[config.mk]
export PLATFORM = sky130hd
export DESIGN_NAME = interval_timer_channel_unit
export DESIGN_NICKNAME = d
export VERILOG_FILES = /design/src/design/itc_pkg.sv /design/src/design/interval_timer_channel_unit.sv
export VERILOG_INCLUDE_DIRS = /design/src /design/src/design
export SDC_FILE = /design/constraint.sdc
export NUM_CORES = 1
export LEC_CHECK = 0
export ABC_CLOCK_PERIOD_IN_PS = 5200
export BUFFER_PORTS_ARGS = -buffer_cell sky130_fd_sc_hd__clkbuf_2
export CAP_MARGIN = 0
export CORE_ASPECT_RATIO = 0.75
export CORE_MARGIN = 2
export CORE_UTILIZATION = 45
export CTS_CLUSTER_DIAMETER = 40
export DETAILED_ROUTE_END_ITERATION = 10
export PLACE_DENSITY = 0.71
export SYNTH_ARGS = -nofsm -noshare
export SYNTH_HDL_FRONTEND = slang
export SYNTH_SLANG_ARGS = --single-unit
[constraint.sdc]
create_clock -name i_clk -period 5.2 [get_ports i_clk]
set_input_delay 0 -clock i_clk [delete_from_list [all_inputs] [get_ports i_clk]]
set_output_delay 0 -clock i_clk [all_outputs]
set_load 0.005 [all_outputs]
[src/design/interval_timer_channel_unit_macros.svh]
// Assertion macros shared by the interval timer channel design.
`ifndef INTERVAL_TIMER_CHANNEL_UNIT_MACROS_SVH
`define INTERVAL_TIMER_CHANNEL_UNIT_MACROS_SVH

// Same-cycle implication, checked outside reset.
`define ITC_ASSERT_NOW(label, clk, rst_n, ante, cons) \
    label: assert property (@(posedge clk) disable iff (!(rst_n)) (ante) |-> (cons)) \
        else $error("interval timer channel: same-cycle check failed");

// Next-cycle implication, checked outside reset.
`define ITC_ASSERT_NEXT(label, clk, rst_n, ante, cons) \
    label: assert property (@(posedge clk) disable iff (!(rst_n)) (ante) |=> (cons)) \
        else $error("interval timer channel: next-cycle check failed");

`endif

[src/design/itc_pkg.sv]
`default_nettype none

package itc_pkg;

    localparam int BYTE_BITS  = 8;
    localparam int COUNT_BITS = 2 * BYTE_BITS;

    // Operation codes of an input word.
    localparam logic [1:0] OP_CONTROL = 2'd0;
    localparam logic [1:0] OP_WRITE   = 2'd1;
    localparam logic [1:0] OP_READ    = 2'd2;
    localparam logic [1:0] OP_TICK    = 2'd3;

    // Access kinds held in bits 5..4 of a control byte.
    localparam logic [1:0] ACC_LATCH = 2'd0;
    localparam logic [1:0] ACC_LOW   = 2'd1;
    localparam logic [1:0] ACC_HIGH  = 2'd2;
    localparam logic [1:0] ACC_BOTH  = 2'd3;

    // Channel select value that this channel answers to.
    localparam logic [1:0] CHAN_SELF = 2'd0;

    // Operating modes that count.
    localparam logic [2:0] MODE_INT_TC   = 3'd0;
    localparam logic [2:0] MODE_RATE     = 3'd2;
    localparam logic [2:0] MODE_RATE_ALT = 3'd6;

    typedef struct packed {
        logic [1:0]           op;
        logic [BYTE_BITS-1:0] data_in;
    } t_in_word;

    typedef struct packed {
        logic [BYTE_BITS-1:0] read_data;
        logic                 out_level;
        logic                 irq_edge;
    } t_out_word;

endpackage

`default_nettype wire

[src/design/interval_timer_channel_unit.sv]
// Interval timer channel: an accepted input word is held in the input register, and its result word
// is then written to the result register, from which it can be taken; an output stall holds the
// word in the input register until the pipeline advances.
// Throughput is one word per cycle; a word is taken every cycle while results are drained.
// Reset is synchronous and active low: the pipeline empties, the counter stops, the access
// kind returns to low-then-high, the mode to zero and the output pin to high.
`default_nettype none

`include "interval_timer_channel_unit_macros.svh"

module interval_timer_channel_unit (
    input  wire               i_clk,
    input  wire               i_rst_n,
    input  wire               i_in_valid,
    output logic              o_in_ready,
    input  wire itc_pkg::t_in_word i_in_word,
    output logic              o_out_valid,
    input  wire               i_out_ready,
    output itc_pkg::t_out_word o_out_word
);

    import itc_pkg::*;

    // The pipeline has two stages. The input register captures the word as it is accepted;
    // the result register receives the word's result, and all channel state is updated at
    // the same edge. The whole pipeline advances whenever the result register is empty or
    // its word is being taken, so a stalled output still leaves room for one input word.
    logic      r_in_valid;
    t_in_word  r_in_word;
    logic      r_out_valid;
    t_out_word r_out_word;
    logic      w_adv;

    // Architectural state of the counter channel.
    logic [COUNT_BITS-1:0] r_count_now, n_count_now;
    logic [COUNT_BITS-1:0] r_reload_value, n_reload_value;
    logic [COUNT_BITS-1:0] r_latched_count, n_latched_count;
    logic                  r_latch_pending, n_latch_pending;
    logic                  r_read_high_next, n_read_high_next;
    logic                  r_write_high_next, n_write_high_next;
    logic [1:0]            r_access_kind, n_access_kind;
    logic [2:0]            r_op_mode, n_op_mode;
    logic                  r_out_pin, n_out_pin;
    logic                  r_counting, n_counting;

    // Working values of the update logic.
    t_out_word             n_out_word;
    logic [BYTE_BITS-1:0]  w_byte;
    logic [1:0]            w_chan;
    logic [1:0]            w_acc;
    logic [2:0]            w_mode;
    logic                  w_load;
    logic [COUNT_BITS-1:0] w_read_src;
    logic [COUNT_BITS-1:0] w_dec;
    logic [BYTE_BITS-1:0]  w_rd;
    logic                  w_rate_mode;

    assign w_adv       = !r_out_valid || i_out_ready;
    assign o_in_ready  = !r_in_valid || w_adv;
    assign o_out_valid = r_out_valid;
    assign o_out_word  = r_out_word;

    assign w_byte      = r_in_word.data_in;
    assign w_chan      = w_byte[7:6];
    assign w_acc       = w_byte[5:4];
    assign w_mode      = w_byte[3:1];
    assign w_read_src  = r_latch_pending ? r_latched_count : r_count_now;
    assign w_dec       = r_count_now - COUNT_BITS'(1);
    assign w_rate_mode = (r_op_mode == MODE_RATE) || (r_op_mode == MODE_RATE_ALT);

    // Next-state and result logic for the word held in the input register.
    always_comb begin
        n_count_now       = r_count_now;
        n_reload_value    = r_reload_value;
        n_latched_count   = r_latched_count;
        n_latch_pending   = r_latch_pending;
        n_read_high_next  = r_read_high_next;
        n_write_high_next = r_write_high_next;
        n_access_kind     = r_access_kind;
        n_op_mode         = r_op_mode;
        n_out_pin         = r_out_pin;
        n_counting        = r_counting;
        w_load            = 1'b0;
        w_rd              = '0;

        case (r_in_word.op)
            OP_CONTROL: begin
                // Control bytes for other channels, and the read-back code, are ignored.
                // The BCD select bit is ignored as well: counting is always binary.
                if (w_chan == CHAN_SELF) begin
                    if (w_acc == ACC_LATCH) begin
                        // A latch command while a latch is pending has no effect.
                        if (!r_latch_pending) begin
                            n_latched_count = r_count_now;
                            n_latch_pending = 1'b1;
                        end
                    end else begin
                        n_access_kind     = w_acc;
                        n_op_mode         = w_mode;
                        n_latch_pending   = 1'b0;
                        n_read_high_next  = 1'b0;
                        n_write_high_next = 1'b0;
                        n_counting        = 1'b0;
                        n_out_pin         = (w_mode != MODE_INT_TC);
                    end
                end
            end
            OP_WRITE: begin
                case (r_access_kind)
                    ACC_LOW: begin
                        n_reload_value = {{BYTE_BITS{1'b0}}, w_byte};
                        w_load         = 1'b1;
                    end
                    ACC_HIGH: begin
                        n_reload_value = {w_byte, {BYTE_BITS{1'b0}}};
                        w_load         = 1'b1;
                    end
                    ACC_BOTH: begin
                        if (!r_write_high_next) begin
                            // The first byte of a pair stops an interrupt-mode count.
                            n_reload_value    = {r_reload_value[COUNT_BITS-1:BYTE_BITS],
                                                 w_byte};
                            n_write_high_next = 1'b1;
                            if (r_op_mode == MODE_INT_TC) begin
                                n_counting = 1'b0;
                            end
                        end else begin
                            n_reload_value    = {w_byte, r_reload_value[BYTE_BITS-1:0]};
                            n_write_high_next = 1'b0;
                            w_load            = 1'b1;
                        end
                    end
                    default: begin
                    end
                endcase
                // A complete reload value restarts an interrupt-mode count at once; the
                // rate generator only takes it now if it has not yet started, otherwise
                // at its next reload.
                if (w_load) begin
                    if (r_op_mode == MODE_INT_TC) begin
                        n_count_now = n_reload_value;
                        n_out_pin   = 1'b0;
                        n_counting  = 1'b1;
                    end else if (!r_counting) begin
                        n_count_now = n_reload_value;
                        n_counting  = 1'b1;
                    end
                end
            end
            OP_READ: begin
                case (r_access_kind)
                    ACC_LOW: begin
                        w_rd            = w_read_src[BYTE_BITS-1:0];
                        n_latch_pending = 1'b0;
                    end
                    ACC_HIGH: begin
                        w_rd            = w_read_src[COUNT_BITS-1:BYTE_BITS];
                        n_latch_pending = 1'b0;
                    end
                    default: begin
                        // Low then high: the latch is released after the high byte.
                        if (!r_read_high_next) begin
                            w_rd             = w_read_src[BYTE_BITS-1:0];
                            n_read_high_next = 1'b1;
                        end else begin
                            w_rd             = w_read_src[COUNT_BITS-1:BYTE_BITS];
                            n_read_high_next = 1'b0;
                            n_latch_pending  = 1'b0;
                        end
                    end
                endcase
            end
            OP_TICK: begin
                if (r_counting) begin
                    if (r_op_mode == MODE_INT_TC) begin
                        // The count wraps, so a reload of zero runs for 65536 ticks.
                        n_count_now = w_dec;
                        if ((w_dec == '0) && !r_out_pin) begin
                            n_out_pin = 1'b1;
                        end
                    end else if (w_rate_mode) begin
                        // The output is low for the single tick spent at a count of one.
                        if (r_count_now == COUNT_BITS'(1)) begin
                            n_count_now = r_reload_value;
                            n_out_pin   = 1'b1;
                        end else begin
                            n_count_now = w_dec;
                            if (w_dec == COUNT_BITS'(1)) begin
                                n_out_pin = 1'b0;
                            end
                        end
                    end
                end
            end
            default: begin
            end
        endcase

        n_out_word.read_data = w_rd;
        n_out_word.out_level = n_out_pin;
        n_out_word.irq_edge  = !r_out_pin && n_out_pin;
    end

    // Pipeline control and channel state.
    always_ff @(posedge i_clk) begin
        if (!i_rst_n) begin
            r_in_valid        <= 1'b0;
            r_out_valid       <= 1'b0;
            r_count_now       <= '0;
            r_reload_value    <= '0;
            r_latched_count   <= '0;
            r_latch_pending   <= 1'b0;
            r_read_high_next  <= 1'b0;
            r_write_high_next <= 1'b0;
            r_access_kind     <= ACC_BOTH;
            r_op_mode         <= MODE_INT_TC;
            r_out_pin         <= 1'b1;
            r_counting        <= 1'b0;
        end else begin
            if (o_in_ready) begin
                r_in_valid <= i_in_valid;
            end
            if (w_adv) begin
                r_out_valid <= r_in_valid;
            end
            if (w_adv && r_in_valid) begin
                r_count_now       <= n_count_now;
                r_reload_value    <= n_reload_value;
                r_latched_count   <= n_latched_count;
                r_latch_pending   <= n_latch_pending;
                r_read_high_next  <= n_read_high_next;
                r_write_high_next <= n_write_high_next;
                r_access_kind     <= n_access_kind;
                r_op_mode         <= n_op_mode;
                r_out_pin         <= n_out_pin;
                r_counting        <= n_counting;
            end
        end
    end

    // Payload registers carry no reset.
    always_ff @(posedge i_clk) begin
        if (o_in_ready && i_in_valid) begin
            r_in_word <= i_in_word;
        end
        if (w_adv && r_in_valid) begin
            r_out_word <= n_out_word;
        end
    end

    // An interrupt edge is always reported together with a high output level.
    `ITC_ASSERT_NOW(a_irq_level, i_clk, i_rst_n, r_out_valid && r_out_word.irq_edge, r_out_word.out_level)
    // The output pin only changes when a word passes into the result register.
    `ITC_ASSERT_NOW(a_pin_moves, i_clk, i_rst_n, $fell(r_out_pin) || $rose(r_out_pin), $past(w_adv && r_in_valid))
    // A word in the input register reaches the result register when the pipeline advances.
    `ITC_ASSERT_NEXT(a_advance, i_clk, i_rst_n, w_adv && r_in_valid, r_out_valid)
    // The byte-pair flags are only ever set in low-then-high access.
    `ITC_ASSERT_NOW(a_pair_flags, i_clk, i_rst_n, r_write_high_next || r_read_high_next, r_access_kind == ACC_BOTH)

endmodule

`default_nettype wire
# ---- After elaboration in Yosys (flattened, before gate mapping)
# Cells that the tools add are included.
dict set report totals {
  ff_bits 80
  in_bits 14
  out_inout_bits 12
  word_cells 113
}
dict set report op_classes {
  add_sub_neg 1
  n_eq_ne 19
  n_mux 47
  bitwise_logic 1
  n_reduce_logical 28
}
# operator count
set op_table {}
lappend op_table {{two-way mux 16 bit} 9}
lappend op_table {{one-hot mux 16 bit (3 select lines)} 1}
lappend op_table {{equality test 16 x 1 -> 1 bit (second input constant)} 2}
lappend op_table {{one-hot mux 16 bit (2 select lines)} 1}
lappend op_table {{two-way mux 1 bit} 28}
lappend op_table {{logical NOT 16 bit} 1}
lappend op_table {{one-hot mux 8 bit (2 select lines)} 1}
lappend op_table {{AND reduction 4 bit} 4}
lappend op_table {{subtractor 16 x 1 -> 16 bit (second input constant)} 1}
lappend op_table {{inequality test 2 bit (second input constant)} 5}
lappend op_table {{one-hot mux 1 bit (2 select lines)} 5}
lappend op_table {{AND reduction 5 bit} 2}
lappend op_table {{inequality test 3 bit (second input constant)} 3}
lappend op_table {{equality test 2 bit (second input constant)} 4}
lappend op_table {{two-way mux 8 bit} 1}
lappend op_table {{logical NOT 2 bit} 3}
lappend op_table {{AND reduction 6 bit} 1}
lappend op_table {{nonzero test 2 bit} 3}
lappend op_table {{equality test 2 x 1 -> 1 bit (second input constant)} 2}
lappend op_table {{logical AND 1 bit} 4}
lappend op_table {{equality test 3 x 2 -> 1 bit (second input constant)} 1}
lappend op_table {{equality test 3 bit (second input constant)} 1}
lappend op_table {{logical NOT 1 bit} 3}
lappend op_table {{logical NOT 3 bit} 1}
lappend op_table {{7 further kinds} 9}

# ---- Depth between registers and ports, before layout
dict set report depth {
  ltp_word 9
  ltp_mapped 10
}

# ---- Worst setup path before layout
# No wires, ideal clock.
dict set report synth_path {
  kind {reg-to-reg}
  from {register r_count_now[0]}
  to {register r_out_word (netlist bit o_out_word[1]), data pin}
  setup_time_ns 0.264
  t_arrival_ns 2.584
  required_ns 4.936
  slack_ns 2.352
  stages_incl_launch_ff 11
  n_path_buf 2
  period_less_slack_ns 2.848
  cell_sequence {dfxtp_1 > buf_1 > inv_1 > ha_1 > buf_2 > nor4b_1 > xnor2_1 > o2111ai_1 > or4b_1 > o31ai_1 > o21ai_0}
}
dict set report synth_between {
  elab_chain_len 8
  word_cells_on_any_way 12
  cone_classes {1 x add/sub; 2 x eq/ne; 7 x mux; 2 x reduce/logical}
}
# element line_no
set synth_lines {}
lappend synth_lines {{from (decl)} interval_timer_channel_unit.sv:35} ;# logic [COUNT_BITS-1:0] r_count_now, n_count_now;
lappend synth_lines {{from (signal assigned)} interval_timer_channel_unit.sv:227} ;# r_count_now <= n_count_now;
lappend synth_lines {{subtractor 16 x 1 -> 16 bit} interval_timer_channel_unit.sv:68} ;# assign w_dec = r_count_now - COUNT_BITS'(1);
lappend synth_lines {{equality test 16 x 1 -> 1 bit} interval_timer_channel_unit.sv:188} ;# if (w_dec == COUNT_BITS'(1)) begin
lappend synth_lines {{two-way mux 1 bit} interval_timer_channel_unit.sv:188}
lappend synth_lines {{two-way mux 1 bit} interval_timer_channel_unit.sv:183} ;# if (r_count_now == COUNT_BITS'(1)) begin
lappend synth_lines {{two-way mux 1 bit} interval_timer_channel_unit.sv:181} ;# end else if (w_rate_mode) begin
lappend synth_lines {{two-way mux 1 bit *} interval_timer_channel_unit.sv:175} ;# if (r_op_mode == MODE_INT_TC) begin
lappend synth_lines {{two-way mux 1 bit *} interval_timer_channel_unit.sv:174} ;# if (r_counting) begin
lappend synth_lines {{one-hot mux 1 bit (3 select lines) *} interval_timer_channel_unit.sv:86} ;# case (r_in_word.op)
lappend synth_lines {{via n_out_pin} interval_timer_channel_unit.sv:43} ;# logic r_out_pin, n_out_pin;
lappend synth_lines {{to (signal assigned)} interval_timer_channel_unit.sv:247} ;# r_out_word <= n_out_word;
lappend synth_lines {{to (decl)} interval_timer_channel_unit.sv:31} ;# t_out_word r_out_word;
# Mark *: on every way through the listed nets, which the timed path passes. The rest lies on a longest branch.
# A chain may end at the register's enable or synchronous reset.

# ---- Worst setup path in the final report
dict set report layout_path {
  from {register r_count_now[1]}
  to {register r_out_word (netlist bit o_out_word[1]), data pin}
}
# Same word-level chain as after synthesis.

==> results.cfg <==
[run_status]
outcome = finished, final reports clean

[power]
clkPwrFrac_pct = 43.1
swShare_pct = 24.5
pwr-share-comb_pct = 10.5
power_frac_seq_pct = 46.4
max-vdd-ir-drop_v = 0.000204
p_sw_uw = 357
pwr_density_cell_nw_per_um2 = 297
p_leak_uw = 0.00188
p_int_uw = 1100

[global_routing]
antenna_found_initial = 0
grt_pass1_vias = 3534
grt_max_degree = 30
grt_pass1_wl_mm = 18.4
track_usage_pct = 23.5
grt_overflow = 0

[timing]
maxSlewViolCount = 0
period_minus_slack_ns = 3.30
setup_viol = 0
worstMarginPinSlew_ns = 1.10
hold_viol = 0
whs_ns = 0.371
maxSlewHeadroom_pct = 26.8
tns_ns = 0
clock.fmax_ghz = 0.303
skew_ns = 0.00772
rsz0062_at_grt = false
post-route-period-util_pct = 63.4

[clocking]
postCtsHoldBufs = 13
cts_made_buffers = 9
cts_tree = done
cts_sinks = 80
cts_resized = 0
htreeDepth = 3
root_buffer = clkbuf_16
clockBufferDepth = 2
clk_latency_ns = 0.34
cts_setup_buffers = 0
clk_pin_slew_ns = 0.06

[worst_hold_path]
hold_depth = 2
holdPathEnd = w_byte[0]
hp-start = i_in_word[0]
min_path_type = input port to flop

[placement]
dp.cells = 605
dp_hpwl_mm = 8.15
gp_congestion = 0.942
portBuffers = 25

[route]
drc = 0
drt_wl_total_mm = 11.5
num_vias = 3846
wl_per_cell_um = 18.1
ant_nets = 0
drtIter0Drc = 412
firstDrtPassIters = 5
drt-vias-per-instance = 6.07

[logic_synthesis]
yosysWarnings = 0
synth_seq_cells = 80
synth-seq-area-share_pct = 41.6
ys.flop_type = dfxtp_1
ys_types = 65
synth_fp_nets = 505
synth-edff-count = 20
netlist_instances = 483
async_flop_share_pct = 0
syn_area_per_cell_um2 = 8.96
synth_area_um2 = 4330

[floorplanning]
start_util_pct = 47.1
core_um2 = 9200
rows = 30
fp.dieH_um = 88.9
die_w_um = 117
ioPinCount = 26
die_area_um2 = 10400

[setup_path]
r2r-end = o_out_word[1]
r2r_cells = 8
cp-end-kind = flop
worstSetupPathType = flop to flop
worstPathRequired_ns = 5.28
worstPathArrival_ns = 3.37
start_kind = flop
r2r_start = r_count_now[1]
crit_fanout = 12
reg2reg_slack_ns = 1.90

[final_layout]
syn2layout_area_growth_pct = 13.8
antenna_cells = 0
instances_no_fill = 634
fin_util_pct = 53.6
fin_nets = 523
drive_above_1_share_pct = 11.9

[flow_run]
drv_cap = 0
Yosys cell counts (3+ instances only):
library cell	n	share of area, %
a21boi_0	3	0.52
a211o_1	3	0.61
mux2i_1	37	8.6
edfxtp_1	20	14
nor2b_1	7	1.0
and2_1	5	0.72
nand3_1	13	1.5
a311oi_1	3	0.61
nor4_1	7	1.0
a21oi_2	3	0.61
nor4b_1	3	0.61
buf_2	6	0.69
a31oi_1	4	0.58
a21oi_1	24	2.8
inv_1	8	0.69
ha_1	8	2.3
clkbuf_1	24	2.1
o211ai_1	8	1.4
or2_2	3	0.43
o21ai_0	14	1.6
a211oi_1	8	1.4
or3_1	5	0.72
a32oi_1	6	1.2
mux2_2	3	0.78
dfxtp_1	60	28
o22ai_1	8	1.2
o311ai_0	4	0.81
nor2_1	60	5.2
nand2_1	43	3.7
nand4_1	3	0.43
a221oi_1	3	0.61
xor2_1	3	0.61
xnor2_1	11	2.2
nor3_1	11	1.3
a22oi_1	12	2.1
layer usage:
layer,vias up,share of wire [%],wire [µm],global-route usage (%)
li1,1816,-,-,-
met1,1797,46,5300,34.3
met3,24,10,1150,5.63
met2,209,42,4820,34.2
met5,-,0,0,0
met4,0,1.8,208,8.02
cell usage in the layout (no fill, tap or decap), types with 5 or more instances in the layout:
cell | Yosys | routed
edfxtp_1 | 20 | 20
nor3_1 | 11 | 10
clkbuf_2 | 0 | 25
dfxtp_1 | 60 | 60
xnor2_1 | 11 | 11
a21oi_1 | 24 | 24
nand3_1 | 13 | 13
nor2_1 | 60 | 60
o211ai_1 | 8 | 8
inv_1 | 8 | 8
nand2_1 | 43 | 43
ha_1 | 8 | 8
clkbuf_16 | 0 | 9
a211oi_1 | 8 | 8
nor4_1 | 7 | 7
mux2i_1 | 37 | 37
dlygate4sd3_1 | 0 | 13
o21ai_0 | 14 | 14
a22oi_1 | 12 | 12
o22ai_1 | 8 | 8
or3_1 | 5 | 5
and2_1 | 5 | 5
a32oi_1 | 6 | 6
nor2b_1 | 7 | 7
worst max-delay path: stages (launching register included):
cell       delay [ns]
dfxtp_1          0.42
inv_1            0.17
ha_1             0.34
nor4b_1          0.80
xnor2_1          0.20
o2111ai_1        0.14
or4b_1           0.52
o31ai_1          0.31
o21ai_0          0.13
logic make-up after synthesis:
kind of cell    share of synthesized area [%]
simple gates                             20.0
compound gates                           19.3
flops                                    41.6
buf+inv                                  4.34
mux                                      9.60
xor+xnor                                 2.83
fa+ha+maj                                2.31
stage by stage:
stage | setup WS, ns | cell area [µm²] | total power, µW
finish | 1.90 | 4920 | 1460
floorplan | 2.35 | 4330 | 791
detailed placement | 1.96 | 4490 | 833
global placement | 2.16 | 4490 | 831
CTS | 1.95 | 4920 | 1470
global route | 1.65 | 4920 | 1520
sequential cells by signal, summed over array words and instances, names as in the netlist:
| signal | count |
|---|---|
| r_access_kind | 2 |
| r_write_high_next | 1 |
| r_read_high_next | 1 |
| o_out_valid | 1 |
| r_in_valid | 1 |
| r_op_mode | 3 |
| r_latched_count | 16 |
| r_in_word | 2 |
| r_reload_value | 16 |
| r_latch_pending | 1 |
| o_out_word | 10 |
| r_out_pin | 1 |
| w_byte | 8 |
| r_counting | 1 |
| r_count_now | 16 |
power groups by stage:
| stage | clock [µW] | combinational, µW | sequential (µW) |
|---|---|---|---|
| 6_report | 630 | 154 | 678 |
| 5_1_grt | 671 | 168 | 680 |
| 4_1_cts | 639 | 151 | 677 |
| 3_5_place_dp | 0 | 143 | 690 |
| 3_3_place_gp | 0 | 141 | 690 |
| 2_1_floorplan | 0 | 115 | 676 |
worst max path at each step:
stage,startpoint,endpoint,slack [ns],cells after the start
finish,r_count_now[1],o_out_word[1],1.90,8
global route,r_count_now[0],o_out_word[1],1.65,8
detailed placement,r_count_now[1],o_out_word[1],1.96,8
floorplan,r_count_now[0],o_out_word[1],2.35,10
CTS,r_count_now[0],o_out_word[1],1.95,8
global placement,r_count_now[0],o_out_word[1],2.16,8
area by class of cell:
class / instances / area [µm²]
Multi-Input combinational cell: 359 / 2340
Timing Repair Buffer: 42 / 285
Clock buffer: 12 / 246
Sequential cell: 80 / 1800
Clock inverter: 4 / 53.8
Fill cell: 832 / 4270
Inverter: 9 / 33.8
Tap cell: 128 / 160
(Power assumes the default switching activity.)
